### src/ssq_pkg.sv
`timescale 1ns / 1ps
// ----------------------------------------------------------------------------
// ssq_pkg
// Shared types and constants for the step sequencer core: event codes,
// encoder targets, value limits, reset values and the packed item layouts.
// ----------------------------------------------------------------------------
package ssq_pkg;

  // Event codes carried on the input channel's tuser.
  typedef enum logic [2:0] {
    OP_TICK        = 3'd0,
    OP_START_STOP  = 3'd1,
    OP_SET_CURRENT = 3'd2,
    OP_PATTERN_BTN = 3'd3,
    OP_ENCODER     = 3'd4,
    OP_NEXT_SET    = 3'd5,
    OP_TEST        = 3'd6,
    OP_UNUSED      = 3'd7
  } ssq_op_t;

  // What the encoder acts on.
  typedef enum logic [1:0] {
    SET_NOTE     = 2'd0,
    SET_TEMPO    = 2'd1,
    SET_VELOCITY = 2'd2
  } ssq_setting_t;

  // Field widths.
  localparam int NOTE_W  = 7;
  localparam int TEMPO_W = 8;
  localparam int LED_W   = 16;

  // Limits of the encoder targets.
  localparam logic [NOTE_W-1:0]  NOTE_MIN  = 7'd1;
  localparam logic [NOTE_W-1:0]  NOTE_MAX  = 7'd127;
  localparam logic [NOTE_W-1:0]  VEL_MIN   = 7'd0;
  localparam logic [NOTE_W-1:0]  VEL_MAX   = 7'd127;
  localparam logic [TEMPO_W-1:0] TEMPO_MIN = 8'd1;
  localparam logic [TEMPO_W-1:0] TEMPO_MAX = 8'd255;

  // Reset values.
  localparam logic [NOTE_W-1:0]  RST_BEAT_NOTE = 7'd36;
  localparam logic [NOTE_W-1:0]  RST_CHOSEN    = 7'd39;
  localparam logic [NOTE_W-1:0]  RST_VELOCITY  = 7'd127;
  localparam logic [TEMPO_W-1:0] RST_TEMPO     = 8'd120;

  // Input item payload, lowest bits last.
  typedef struct packed {
    logic       pad;
    logic       enc_dir;
    logic       hold_held;
    logic       clear_held;
    logic [3:0] step_index;
  } ssq_in_t;

  // Result item payload, lowest bits last.
  typedef struct packed {
    logic [4:0]         pad;
    logic               is_playing;
    logic [1:0]         setting_index;
    logic [NOTE_W-1:0]  note_selected;
    logic [TEMPO_W-1:0] tempo_bpm;
    logic               beat_led;
    logic [LED_W-1:0]   led_mask;
    logic               sound_trigger;
    logic [NOTE_W-1:0]  velocity;
    logic [NOTE_W-1:0]  note_on_number;
    logic               note_on_valid;
    logic [NOTE_W-1:0]  note_off_number;
    logic               note_off_valid;
  } ssq_result_t;

endpackage

### src/step_sequencer_core.sv
`timescale 1ns / 1ps
// ----------------------------------------------------------------------------
// step_sequencer_core
// Step note sequencer: pattern store, playhead, encoder settings and events.
// ----------------------------------------------------------------------------
// Usage:
//   Input items arrive on in_tvalid/in_tready. in_tuser carries the event
//   code (tick, start/stop, set current, pattern button, encoder, next
//   setting, test); in_tdata carries the button and encoder qualifiers.
//   Every accepted item produces exactly one result item on the out_ channel
//   with the note off/on events, sound trigger, LED mask and status.
//   The state updates at the accepting edge and the result is registered at
//   the same edge. One item per cycle is sustained while the receiver keeps
//   out_tready high; the single output register sets this, and a new item is
//   taken whenever that register is empty or is being drained in the same cycle.
//   If the receiver stalls, the result holds in the output register and
//   in_tready drops until it is taken; nothing is lost.
//   Reset (rst_n low, synchronous) loads the default pattern (a kick note on
//   every fourth step), stops playback, puts the playhead at step 0, note
//   39, velocity 127, tempo 120 and empties the output register.
// ----------------------------------------------------------------------------
module step_sequencer_core #(
  parameter int STEPS = 16
) (
  input  logic        clk,
  input  logic        rst_n,
  // Input items.
  input  logic        in_tvalid,
  output logic        in_tready,
  input  logic [7:0]  in_tdata,   // step_index[3:0], clear_held[4], hold_held[5],
                                  // enc_dir[6], zero[7]
  input  logic [2:0]  in_tuser,   // op[2:0]
  // Result items.
  output logic        out_tvalid,
  input  logic        out_tready,
  output logic [63:0] out_tdata   // note_off_valid[0], note_off_number[7:1],
                                  // note_on_valid[8], note_on_number[15:9],
                                  // velocity[22:16], sound_trigger[23],
                                  // led_mask[39:24], beat_led[40],
                                  // tempo_bpm[48:41], note_selected[55:49],
                                  // setting_index[57:56], is_playing[58],
                                  // zero[63:59]
);
  import ssq_pkg::*;

  localparam int PW = $clog2(STEPS);

  // State.
  logic [NOTE_W-1:0]  pattern_r [STEPS];
  logic [NOTE_W-1:0]  pattern_nxt [STEPS];
  logic [PW-1:0]      position_r, position_nxt;
  logic [NOTE_W-1:0]  held_note_r, held_note_nxt;
  logic               running_r, running_nxt;
  logic [NOTE_W-1:0]  chosen_r, chosen_nxt;
  logic [NOTE_W-1:0]  velocity_r, velocity_nxt;
  logic [TEMPO_W-1:0] tempo_r, tempo_nxt;
  ssq_setting_t       setting_r, setting_nxt;

  // Output register.
  logic               out_valid_r;
  ssq_result_t        out_data_r, out_data_nxt;

  ssq_in_t            in_data;
  ssq_op_t            op;
  logic               accept;
  logic [NOTE_W-1:0]  step_note;
  logic [LED_W-1:0]   led_mask;
  logic               beat_led;

  assign in_data   = ssq_in_t'(in_tdata);
  assign op        = ssq_op_t'(in_tuser);
  assign in_tready = !out_valid_r || out_tready;
  assign accept    = in_tvalid && in_tready;
  assign step_note = pattern_r[position_r];

  // Next state and event fields for the current item.
  always_comb begin
    pattern_nxt   = pattern_r;
    position_nxt  = position_r;
    held_note_nxt = held_note_r;
    running_nxt   = running_r;
    chosen_nxt    = chosen_r;
    velocity_nxt  = velocity_r;
    tempo_nxt     = tempo_r;
    setting_nxt   = setting_r;
    out_data_nxt  = '0;

    case (op)
      OP_TICK: begin
        if (running_r) begin
          if (held_note_r != '0) begin
            out_data_nxt.note_off_valid  = 1'b1;
            out_data_nxt.note_off_number = held_note_r;
          end
          if (step_note != '0) begin
            out_data_nxt.note_on_valid  = 1'b1;
            out_data_nxt.note_on_number = step_note;
            out_data_nxt.sound_trigger  = 1'b1;
            held_note_nxt               = step_note;
          end
        end
        if (!in_data.hold_held) begin
          position_nxt = (position_r == PW'(STEPS - 1)) ? '0 : position_r + 1'b1;
        end
      end
      OP_START_STOP: begin
        if (in_data.clear_held) begin
          for (int j = 0; j < STEPS; j++) begin
            pattern_nxt[j] = '0;
          end
        end else if (!running_r) begin
          position_nxt = '0;
          running_nxt  = 1'b1;
        end else begin
          running_nxt = 1'b0;
          if (held_note_r != '0) begin
            out_data_nxt.note_off_valid  = 1'b1;
            out_data_nxt.note_off_number = held_note_r;
          end
          held_note_nxt = '0;
        end
      end
      OP_SET_CURRENT: begin
        if (running_r) begin
          pattern_nxt[position_r] = chosen_r;
        end
      end
      OP_PATTERN_BTN: begin
        for (int j = 0; j < STEPS; j++) begin
          if (int'(in_data.step_index) == j) begin
            pattern_nxt[j] = in_data.clear_held ? '0 : chosen_r;
          end
        end
      end
      OP_ENCODER: begin
        case (setting_r)
          SET_NOTE: begin
            if (in_data.enc_dir) begin
              if (chosen_r > NOTE_MIN) chosen_nxt = chosen_r - 1'b1;
            end else begin
              if (chosen_r < NOTE_MAX) chosen_nxt = chosen_r + 1'b1;
            end
          end
          SET_TEMPO: begin
            if (in_data.enc_dir) begin
              if (tempo_r > TEMPO_MIN) tempo_nxt = tempo_r - 1'b1;
            end else begin
              if (tempo_r < TEMPO_MAX) tempo_nxt = tempo_r + 1'b1;
            end
          end
          SET_VELOCITY: begin
            if (in_data.enc_dir) begin
              if (velocity_r > VEL_MIN) velocity_nxt = velocity_r - 1'b1;
            end else begin
              if (velocity_r < VEL_MAX) velocity_nxt = velocity_r + 1'b1;
            end
          end
          default: begin
          end
        endcase
      end
      OP_NEXT_SET: begin
        case (setting_r)
          SET_NOTE:  setting_nxt = SET_TEMPO;
          SET_TEMPO: setting_nxt = SET_VELOCITY;
          default:   setting_nxt = SET_NOTE;
        endcase
      end
      OP_TEST: begin
        out_data_nxt.note_on_valid   = 1'b1;
        out_data_nxt.note_on_number  = chosen_r;
        out_data_nxt.note_off_valid  = 1'b1;
        out_data_nxt.note_off_number = chosen_r;
        out_data_nxt.sound_trigger   = 1'b1;
      end
      default: begin
      end
    endcase

    // Status reflects the state after this item.
    out_data_nxt.velocity      = velocity_nxt;
    out_data_nxt.led_mask      = led_mask;
    out_data_nxt.beat_led      = beat_led;
    out_data_nxt.tempo_bpm     = tempo_nxt;
    out_data_nxt.note_selected = chosen_nxt;
    out_data_nxt.setting_index = setting_nxt;
    out_data_nxt.is_playing    = running_nxt;
  end

  // LED view of the updated state.
  ssq_led_map #(
    .STEPS (STEPS),
    .PW    (PW)
  ) u_led_map (
    .pattern     (pattern_nxt),
    .chosen_note (chosen_nxt),
    .running     (running_nxt),
    .position    (position_nxt),
    .led_mask    (led_mask),
    .beat_led    (beat_led)
  );

  // Sequencer state.
  always_ff @(posedge clk) begin
    if (!rst_n) begin
      for (int j = 0; j < STEPS; j++) begin
        pattern_r[j] <= (j % 4 == 0) ? RST_BEAT_NOTE : '0;
      end
      position_r  <= '0;
      held_note_r <= '0;
      running_r   <= 1'b0;
      chosen_r    <= RST_CHOSEN;
      velocity_r  <= RST_VELOCITY;
      tempo_r     <= RST_TEMPO;
      setting_r   <= SET_NOTE;
    end else if (accept) begin
      pattern_r   <= pattern_nxt;
      position_r  <= position_nxt;
      held_note_r <= held_note_nxt;
      running_r   <= running_nxt;
      chosen_r    <= chosen_nxt;
      velocity_r  <= velocity_nxt;
      tempo_r     <= tempo_nxt;
      setting_r   <= setting_nxt;
    end
  end

  // Result register.
  always_ff @(posedge clk) begin
    if (!rst_n) begin
      out_valid_r <= 1'b0;
    end else if (accept) begin
      out_valid_r <= 1'b1;
    end else if (out_tready) begin
      out_valid_r <= 1'b0;
    end
  end

  always_ff @(posedge clk) begin
    if (accept) begin
      out_data_r <= out_data_nxt;
    end
  end

  assign out_tvalid = out_valid_r;
  assign out_tdata  = out_data_r;

`ifndef SYNTH
  // An accepted item always leaves a result in the output register.
  a_result_follows: assert property (@(posedge clk) disable iff (!rst_n)
    accept |=> out_tvalid)
    else $error("accepted item produced no result");

  // Every note on from this block also starts sample playback.
  a_trigger_on: assert property (@(posedge clk) disable iff (!rst_n)
    out_tvalid |-> (out_data_r.sound_trigger == out_data_r.note_on_valid))
    else $error("sound trigger and note on disagree");

  // Tempo never reaches zero.
  a_tempo_nonzero: assert property (@(posedge clk) disable iff (!rst_n)
    out_tvalid |-> (out_data_r.tempo_bpm != '0))
    else $error("tempo reported as zero");

  // Stopping ends playback and releases the held note.
  a_held_off: assert property (@(posedge clk) disable iff (!rst_n)
    (accept && op == OP_START_STOP && !in_data.clear_held && running_r)
      |=> (held_note_r == '0) && !running_r)
    else $error("stop left a held note or kept playing");
`endif

endmodule

### src/ssq_led_map.sv
`timescale 1ns / 1ps
// ----------------------------------------------------------------------------
// ssq_led_map
// Builds the step LED mask (steps holding the selected note, toggled by the
// playhead while playing) and the beat LED from the updated state.
// ----------------------------------------------------------------------------
module ssq_led_map #(
  parameter int STEPS = 16,
  parameter int PW    = 4
) (
  input  logic [ssq_pkg::NOTE_W-1:0] pattern [STEPS],
  input  logic [ssq_pkg::NOTE_W-1:0] chosen_note,
  input  logic                       running,
  input  logic [PW-1:0]              position,
  output logic [ssq_pkg::LED_W-1:0]  led_mask,
  output logic                       beat_led
);
  import ssq_pkg::*;

  logic [PW+1:0] pos_ext;

  // One LED per step; steps beyond the pattern stay dark.
  for (genvar g = 0; g < LED_W; g++) begin : g_led
    if (g < STEPS) begin : g_on
      assign led_mask[g] = (pattern[g] == chosen_note) ^
                           (running && (position == PW'(g)));
    end else begin : g_off
      assign led_mask[g] = 1'b0;
    end
  end

  // Beat LED lights on every fourth step.
  assign pos_ext  = {2'b00, position};
  assign beat_led = (pos_ext[1:0] == 2'b00);

endmodule
### config.mk
export PLATFORM = sky130hd
export DESIGN_NAME = step_sequencer_core
export DESIGN_NICKNAME = d
export VERILOG_FILES = /design/src/ssq_pkg.sv /design/src/step_sequencer_core.sv /design/src/ssq_led_map.sv
export SDC_FILE = /design/constraint.sdc
export NUM_CORES = 1
export LEC_CHECK = 0
export ABC_CLOCK_PERIOD_IN_PS = 4500
export BUFFER_PORTS_ARGS = -buffer_cell sky130_fd_sc_hd__clkbuf_2
export CORE_UTILIZATION = 35
export CTS_BUF_LIST = sky130_fd_sc_hd__clkbuf_4
export DETAILED_ROUTE_END_ITERATION = 16
export HOLD_SLACK_MARGIN = 0.02
export REMOVE_ABC_BUFFERS = 1
export SYNTH_ARGS = -nofsm -noshare
export SYNTH_HDL_FRONTEND = slang
export SYNTH_HIERARCHICAL = 1
export SYNTH_SLANG_ARGS = --single-unit
### constraint.sdc
create_clock -name clk -period 4.5 [get_ports clk]
set_input_delay 0.45 -clock clk [delete_from_list [all_inputs] [get_ports clk]]
set_output_delay 0.45 -clock clk [all_outputs]
set_load 0.01 [all_outputs]
==> PnR_summary.wiki <==
{| class="wikitable"
! Metric !! Value
|-
| Status || finished, final reports clean
|-
| Area share of and/or/nand/nor cells after synthesis || 17.5%
|-
| Count of routing violations after the opening detailed-route iteration || roughly 1300
|-
| Maximum count of clock buffers along a single path || 3
|-
| Xor and xnor area share after synthesis || 9.11%
|-
| Standard-cell rows || 72
|-
| CTS tree || built
|-
| Final number of setup-violating endpoints || 0
|-
| Logic pwr share || 16.5%
|-
| Clock tree root driver cell || sky130_fd_sc_hd__clkbuf_4
|-
| Minimum setup slack among reg-to-reg paths || between 800 and 900 ps
|-
| Total number of yosys warnings || 6
|-
| Worst Path Buf+Inv || 0
|-
| Endpoint with the worst hold slack || tempo_r[4]$_SDFFE_PN1P_
|-
| Drc violations || 0
|-
| Number of standard cells in the final layout excluding fillers || ~2100
|-
| Kind of end point of the critical path || register
|-
| Overflow left after global routing || 0
|-
| WP data required || 5020 ps
|-
| Area of the die || 40100 sq um
|-
| Worst slew margin relative to its limit || a little over a quarter
|-
| Number of routed nets with antenna violations || 0
|-
| Final weighted congestion in routability-driven placement || between 1 and 1.5
|-
| Final cycle utilization of the critical path || 80.0%
|-
| Synth top cells by count || sky130_fd_sc_hd__nor2_1, sky130_fd_sc_hd__dfxtp_1, sky130_fd_sc_hd__nand2_1, sky130_fd_sc_hd__a22oi_1, sky130_fd_sc_hd__clkbuf_1
|-
| Post-Syn Area || ~14000 sq um
|-
| Hold path startpoint || rst_n
|-
| Leakage || about 6.2 nW
|-
| Top-level I/O count || 81
|-
| Combinational family with the most area after synthesis || compound AO/OA/AOI/OAI gates
|-
| H-tree levels || 2
|-
| Setup repair after global routing missed its margin || false
|-
| Clock group share of total power || between 40% and 50%
|-
| Routed length per instance || approximately 23 microns
|-
| R2R Path End || out_tdata[29]$_DFFE_PP_
|-
| Post-Place Cell Area || ~14000 sq um
|-
| Net Switching || 0.00146 W
|-
| I/O Buffers || 74
|-
| Compound-Gate Fraction of Synth Area || 26.4%
|-
| Share of the yosys chip area belonging to registers || between 30 and 40%
|-
| Vias per cell || around 6.0
|-
| Total power per unit cell area || around 310 nW/um^2
|-
| Number of placed instances with taps included || ~2000
|-
| Cell taking the most area after synthesis || sky130_fd_sc_hd__dfxtp_1
|-
| Clk Latency, worst-skew pair || ~760 ps
|-
| Initial antenna violation count || 4
|-
| Number of synthesized register bits || around 210
|-
| Number of pins with negative max-slew slack in the final report || 0
|-
| Worst hold path class || in2reg
|-
| Fmax || approximately 280 MHz
|-
| Core Util, Final || roughly two fifths
|-
| Count of mapped cells out of synthesis || approximately 1500
|-
| Highest net fanout along the worst path || 21
|-
| Number of cells on the worst hold path || 3
|-
| Number of unique standard cell types used by synthesis || 83
|-
| Share of flip-flops with an asynchronous set or reset || 0%
|-
| Depth of the worst register-to-register path || 8
|-
| Routed Wire Length || slightly below 50 mm
|-
| Die extent in y || 200 microns
|-
| FF-to-FF Start || position_r[0]$_SDFFE_PN0P_
|-
| Share of final-layout standard cells stronger than drive strength 1 || 16.9%
|-
| Start-to-end type of the worst setup path || reg2reg
|-
| Top FF cell, synth || sky130_fd_sc_hd__dfxtp_1
|-
| Cell family contributing the most delay on the critical path || simple AND/OR/NAND/NOR gates
|-
| Biggest area contributors in the synthesized netlist || sky130_fd_sc_hd__dfxtp_1, sky130_fd_sc_hd__edfxtp_1, sky130_fd_sc_hd__a22oi_1
|-
| Area growth from synthesis to final layout || 11.1%
|-
| Number of endpoints with negative hold slack in the final report || 0
|-
| Wire length of the first global-routing pass || between 70 and 80 mm
|-
| Actual slew at the worst max-slew pin || 1100 ps
|-
| Sequence of cells on the critical path || ha_1 > nand2_1 > a221o_1 > a21o_1 > xor2_1 > nor4_1 > nand4_1 > xnor2_1
|-
| Switching Fraction || 31.0%
|-
| Clock transition at the registers of the reported paths || about 70 ps
|-
| Chip width || ~200 microns
|-
| Initial core utilization || a little over a third
|-
| Internal power consumption || between 0.003 and 0.004 W
|-
| Count of cells resized by post-cts repair || 0
|-
| Vias in the first global route || ~12000
|-
| Placeable core region || 38700 sq um
|-
| Layout Cell Area excl Fill || approximately 15000 sq um
|-
| Master of the slowest instance on the critical path || sky130_fd_sc_hd__dfxtp_2
|-
| EDFF count, synth || just under 60
|-
| Max-capacitance violation count || 0
|-
| Pin count of the biggest net entering global routing || a little over 100
|-
| Fill cells || ~3900
|-
| Worst path arrival time || between 4000 and 5000 ps
|-
| Share of the synthesized area in the top cell type || 21.7%
|-
| Via count || 12900
|-
| Worst vdd ir || between 100 and 150 uV
|-
| Setup TNS || 0 ps
|-
| Post-layout min period || 3600 ps
|-
| Number of optimization iterations in the first detailed-route pass || 6
|-
| HPWL after DPL || 32.8 mm
|-
| Kind of start point of the critical path || register
|-
| Mean instance size in the synthesized netlist || 8.94 sq um
|-
| Share of synthesized area spent on multiplexers || under 10%
|-
| Setup skew after layout || 53.4 ps
|-
| Clock Sinks || 207
|-
| Overall Global Routing Usage || 23.5%
|-
| Seq pwr share || 43.4%
|-
| Peak per-stage delay on the critical path || 780 ps
|-
| Number of nets at the end of the flow || 1602
|-
| Power after layout || around 0.0047 W
|-
| Adder-cell share of the synthesized area || under 10%
|-
| Dominant cell by count in the synthesized netlist || sky130_fd_sc_hd__nor2_1
|-
| Post-CTS Setup Inserts || 0
|-
| Number of CTS-inserted buffers || just under 60
|}
==> state kept, by name, summed over array words and instances, names as in the netlist <==
signal and cells:
held_note_r 7, running_r 1, out_tvalid 1, setting_r 2, out_tdata 58, velocity_r 7
tempo_r 8, pattern_r 112, position_r 4, chosen_r 7
==> power groups by stage <==
| stage | registers [W] | clock network [W] | logic [W] |
|---|---|---|---|
| final | 0.00204 | 0.00189 | 0.000777 |
| after CTS | 0.00204 | 0.00194 | 0.000758 |
| after floorplan | 0.00209 | 0 | 0.000444 |
| after global placement | 0.00208 | 0 | 0.000750 |
| after detailed placement | 0.00208 | 0 | 0.000754 |
| after global routing | 0.00205 | 0.00203 | 0.000823 |
==> worst max path at each step <==
| stage | start | end | slack (ps) | depth (start not counted) |
|---|---|---|---|---|
| 2_1_floorplan | out_tready | held_note_r[0]$_SDFFE_PN0P_ | -1360 | 6 |
| 3_3_place_gp | in_tuser[0] | out_tdata[30]$_DFFE_PP_ | 810 | 12 |
| 3_5_place_dp | in_tuser[0] | out_tdata[30]$_DFFE_PP_ | 740 | 12 |
| 4_1_cts | position_r[0]$_SDFFE_PN0P_ | out_tdata[29]$_DFFE_PP_ | 1020 | 8 |
| 5_1_grt | position_r[0]$_SDFFE_PN0P_ | out_tdata[29]$_DFFE_PP_ | 680 | 8 |
| 6_report | position_r[0]$_SDFFE_PN0P_ | out_tdata[29]$_DFFE_PP_ | 900 | 8 |
==> stage by stage <==
step	setup WS [ps]	hold WS, ps
final	898	189
after floorplan	-1360	446
after detailed placement	742	484
after global routing	680	154
after global placement	809	471
after CTS	1020	140
==> area by class of cell <==
class,count,area (sq um),area share (%)
Antenna cell,3,7.51,0.0491
Clock buffer,80,601,3.93
Clock inverter,28,198,1.29
Inverter,23,92.6,0.606
Multi-Input combinational cell,1170,8300,54.3
Sequential cell,207,4730,30.9
Tap cell,518,648,4.24
Timing Repair Buffer,114,701,4.59
==> cell families after synthesis <==
| kind of cell | after synthesis |
|---|---|
| compound gates | 484 |
| other cells | 1 |
| flops | 207 |
| xor+xnor | 143 |
| fa+ha+maj | 13 |
| buf+inv | 165 |
| mux | 44 |
| simple gates | 481 |
==> layer usage <==
| layer | track usage [%] | vias up | routed length [microns] |
|---|---|---|---|
| met1 | 30.5 | 6143 | 19900 |
| met4 | 12.8 | 2 | 2550 |
| met3 | 5.97 | 186 | 4930 |
| li1 | - | 5832 | - |
| met5 | 0 | - | 12 |
| met2 | 35.8 | 727 | 21100 |
==> worst min-delay path: stages <==
cell                       delay (ps)
sky130_fd_sc_hd__clkbuf_2          80
sky130_fd_sc_hd__buf_4            260
sky130_fd_sc_hd__nand3_1          110
==> timing repair <==
item / CTS / global route
setup endpoints to repair: 0 / 0
hold buffers: 2 / 0
hold endpoints to repair: 1 / 0
==> cell usage in the layout, fill, tap and decap left out, types with 15 or more instances in the layout <==
cell,Yosys,layout
sky130_fd_sc_hd__clkbuf_2,0,74
sky130_fd_sc_hd__clkinv_1,2,16
sky130_fd_sc_hd__o22ai_1,58,58
sky130_fd_sc_hd__inv_1,20,19
sky130_fd_sc_hd__edfxtp_1,58,58
sky130_fd_sc_hd__nor2_1,160,160
sky130_fd_sc_hd__a22o_1,49,49
sky130_fd_sc_hd__a221o_1,18,18
sky130_fd_sc_hd__xor2_1,68,65
sky130_fd_sc_hd__mux2i_1,15,15
sky130_fd_sc_hd__xnor2_1,75,75
sky130_fd_sc_hd__o221ai_1,18,18
sky130_fd_sc_hd__dfxtp_1,149,148
sky130_fd_sc_hd__buf_4,9,36
sky130_fd_sc_hd__o21ai_0,19,19
sky130_fd_sc_hd__o211a_1,19,19
sky130_fd_sc_hd__nor2b_1,16,16
sky130_fd_sc_hd__a21o_1,87,87
sky130_fd_sc_hd__mux4_2,28,28
sky130_fd_sc_hd__a21oi_1,38,35
sky130_fd_sc_hd__nor3_1,19,19
sky130_fd_sc_hd__nor4_1,20,20
sky130_fd_sc_hd__nand2_1,118,117
sky130_fd_sc_hd__a22oi_1,115,115
sky130_fd_sc_hd__clkbuf_4,0,80
sky130_fd_sc_hd__nand4_1,20,20
sky130_fd_sc_hd__nand3_1,24,24
sky130_fd_sc_hd__nand2b_1,30,30
Note: power is estimated with default switching activity, not from simulation.
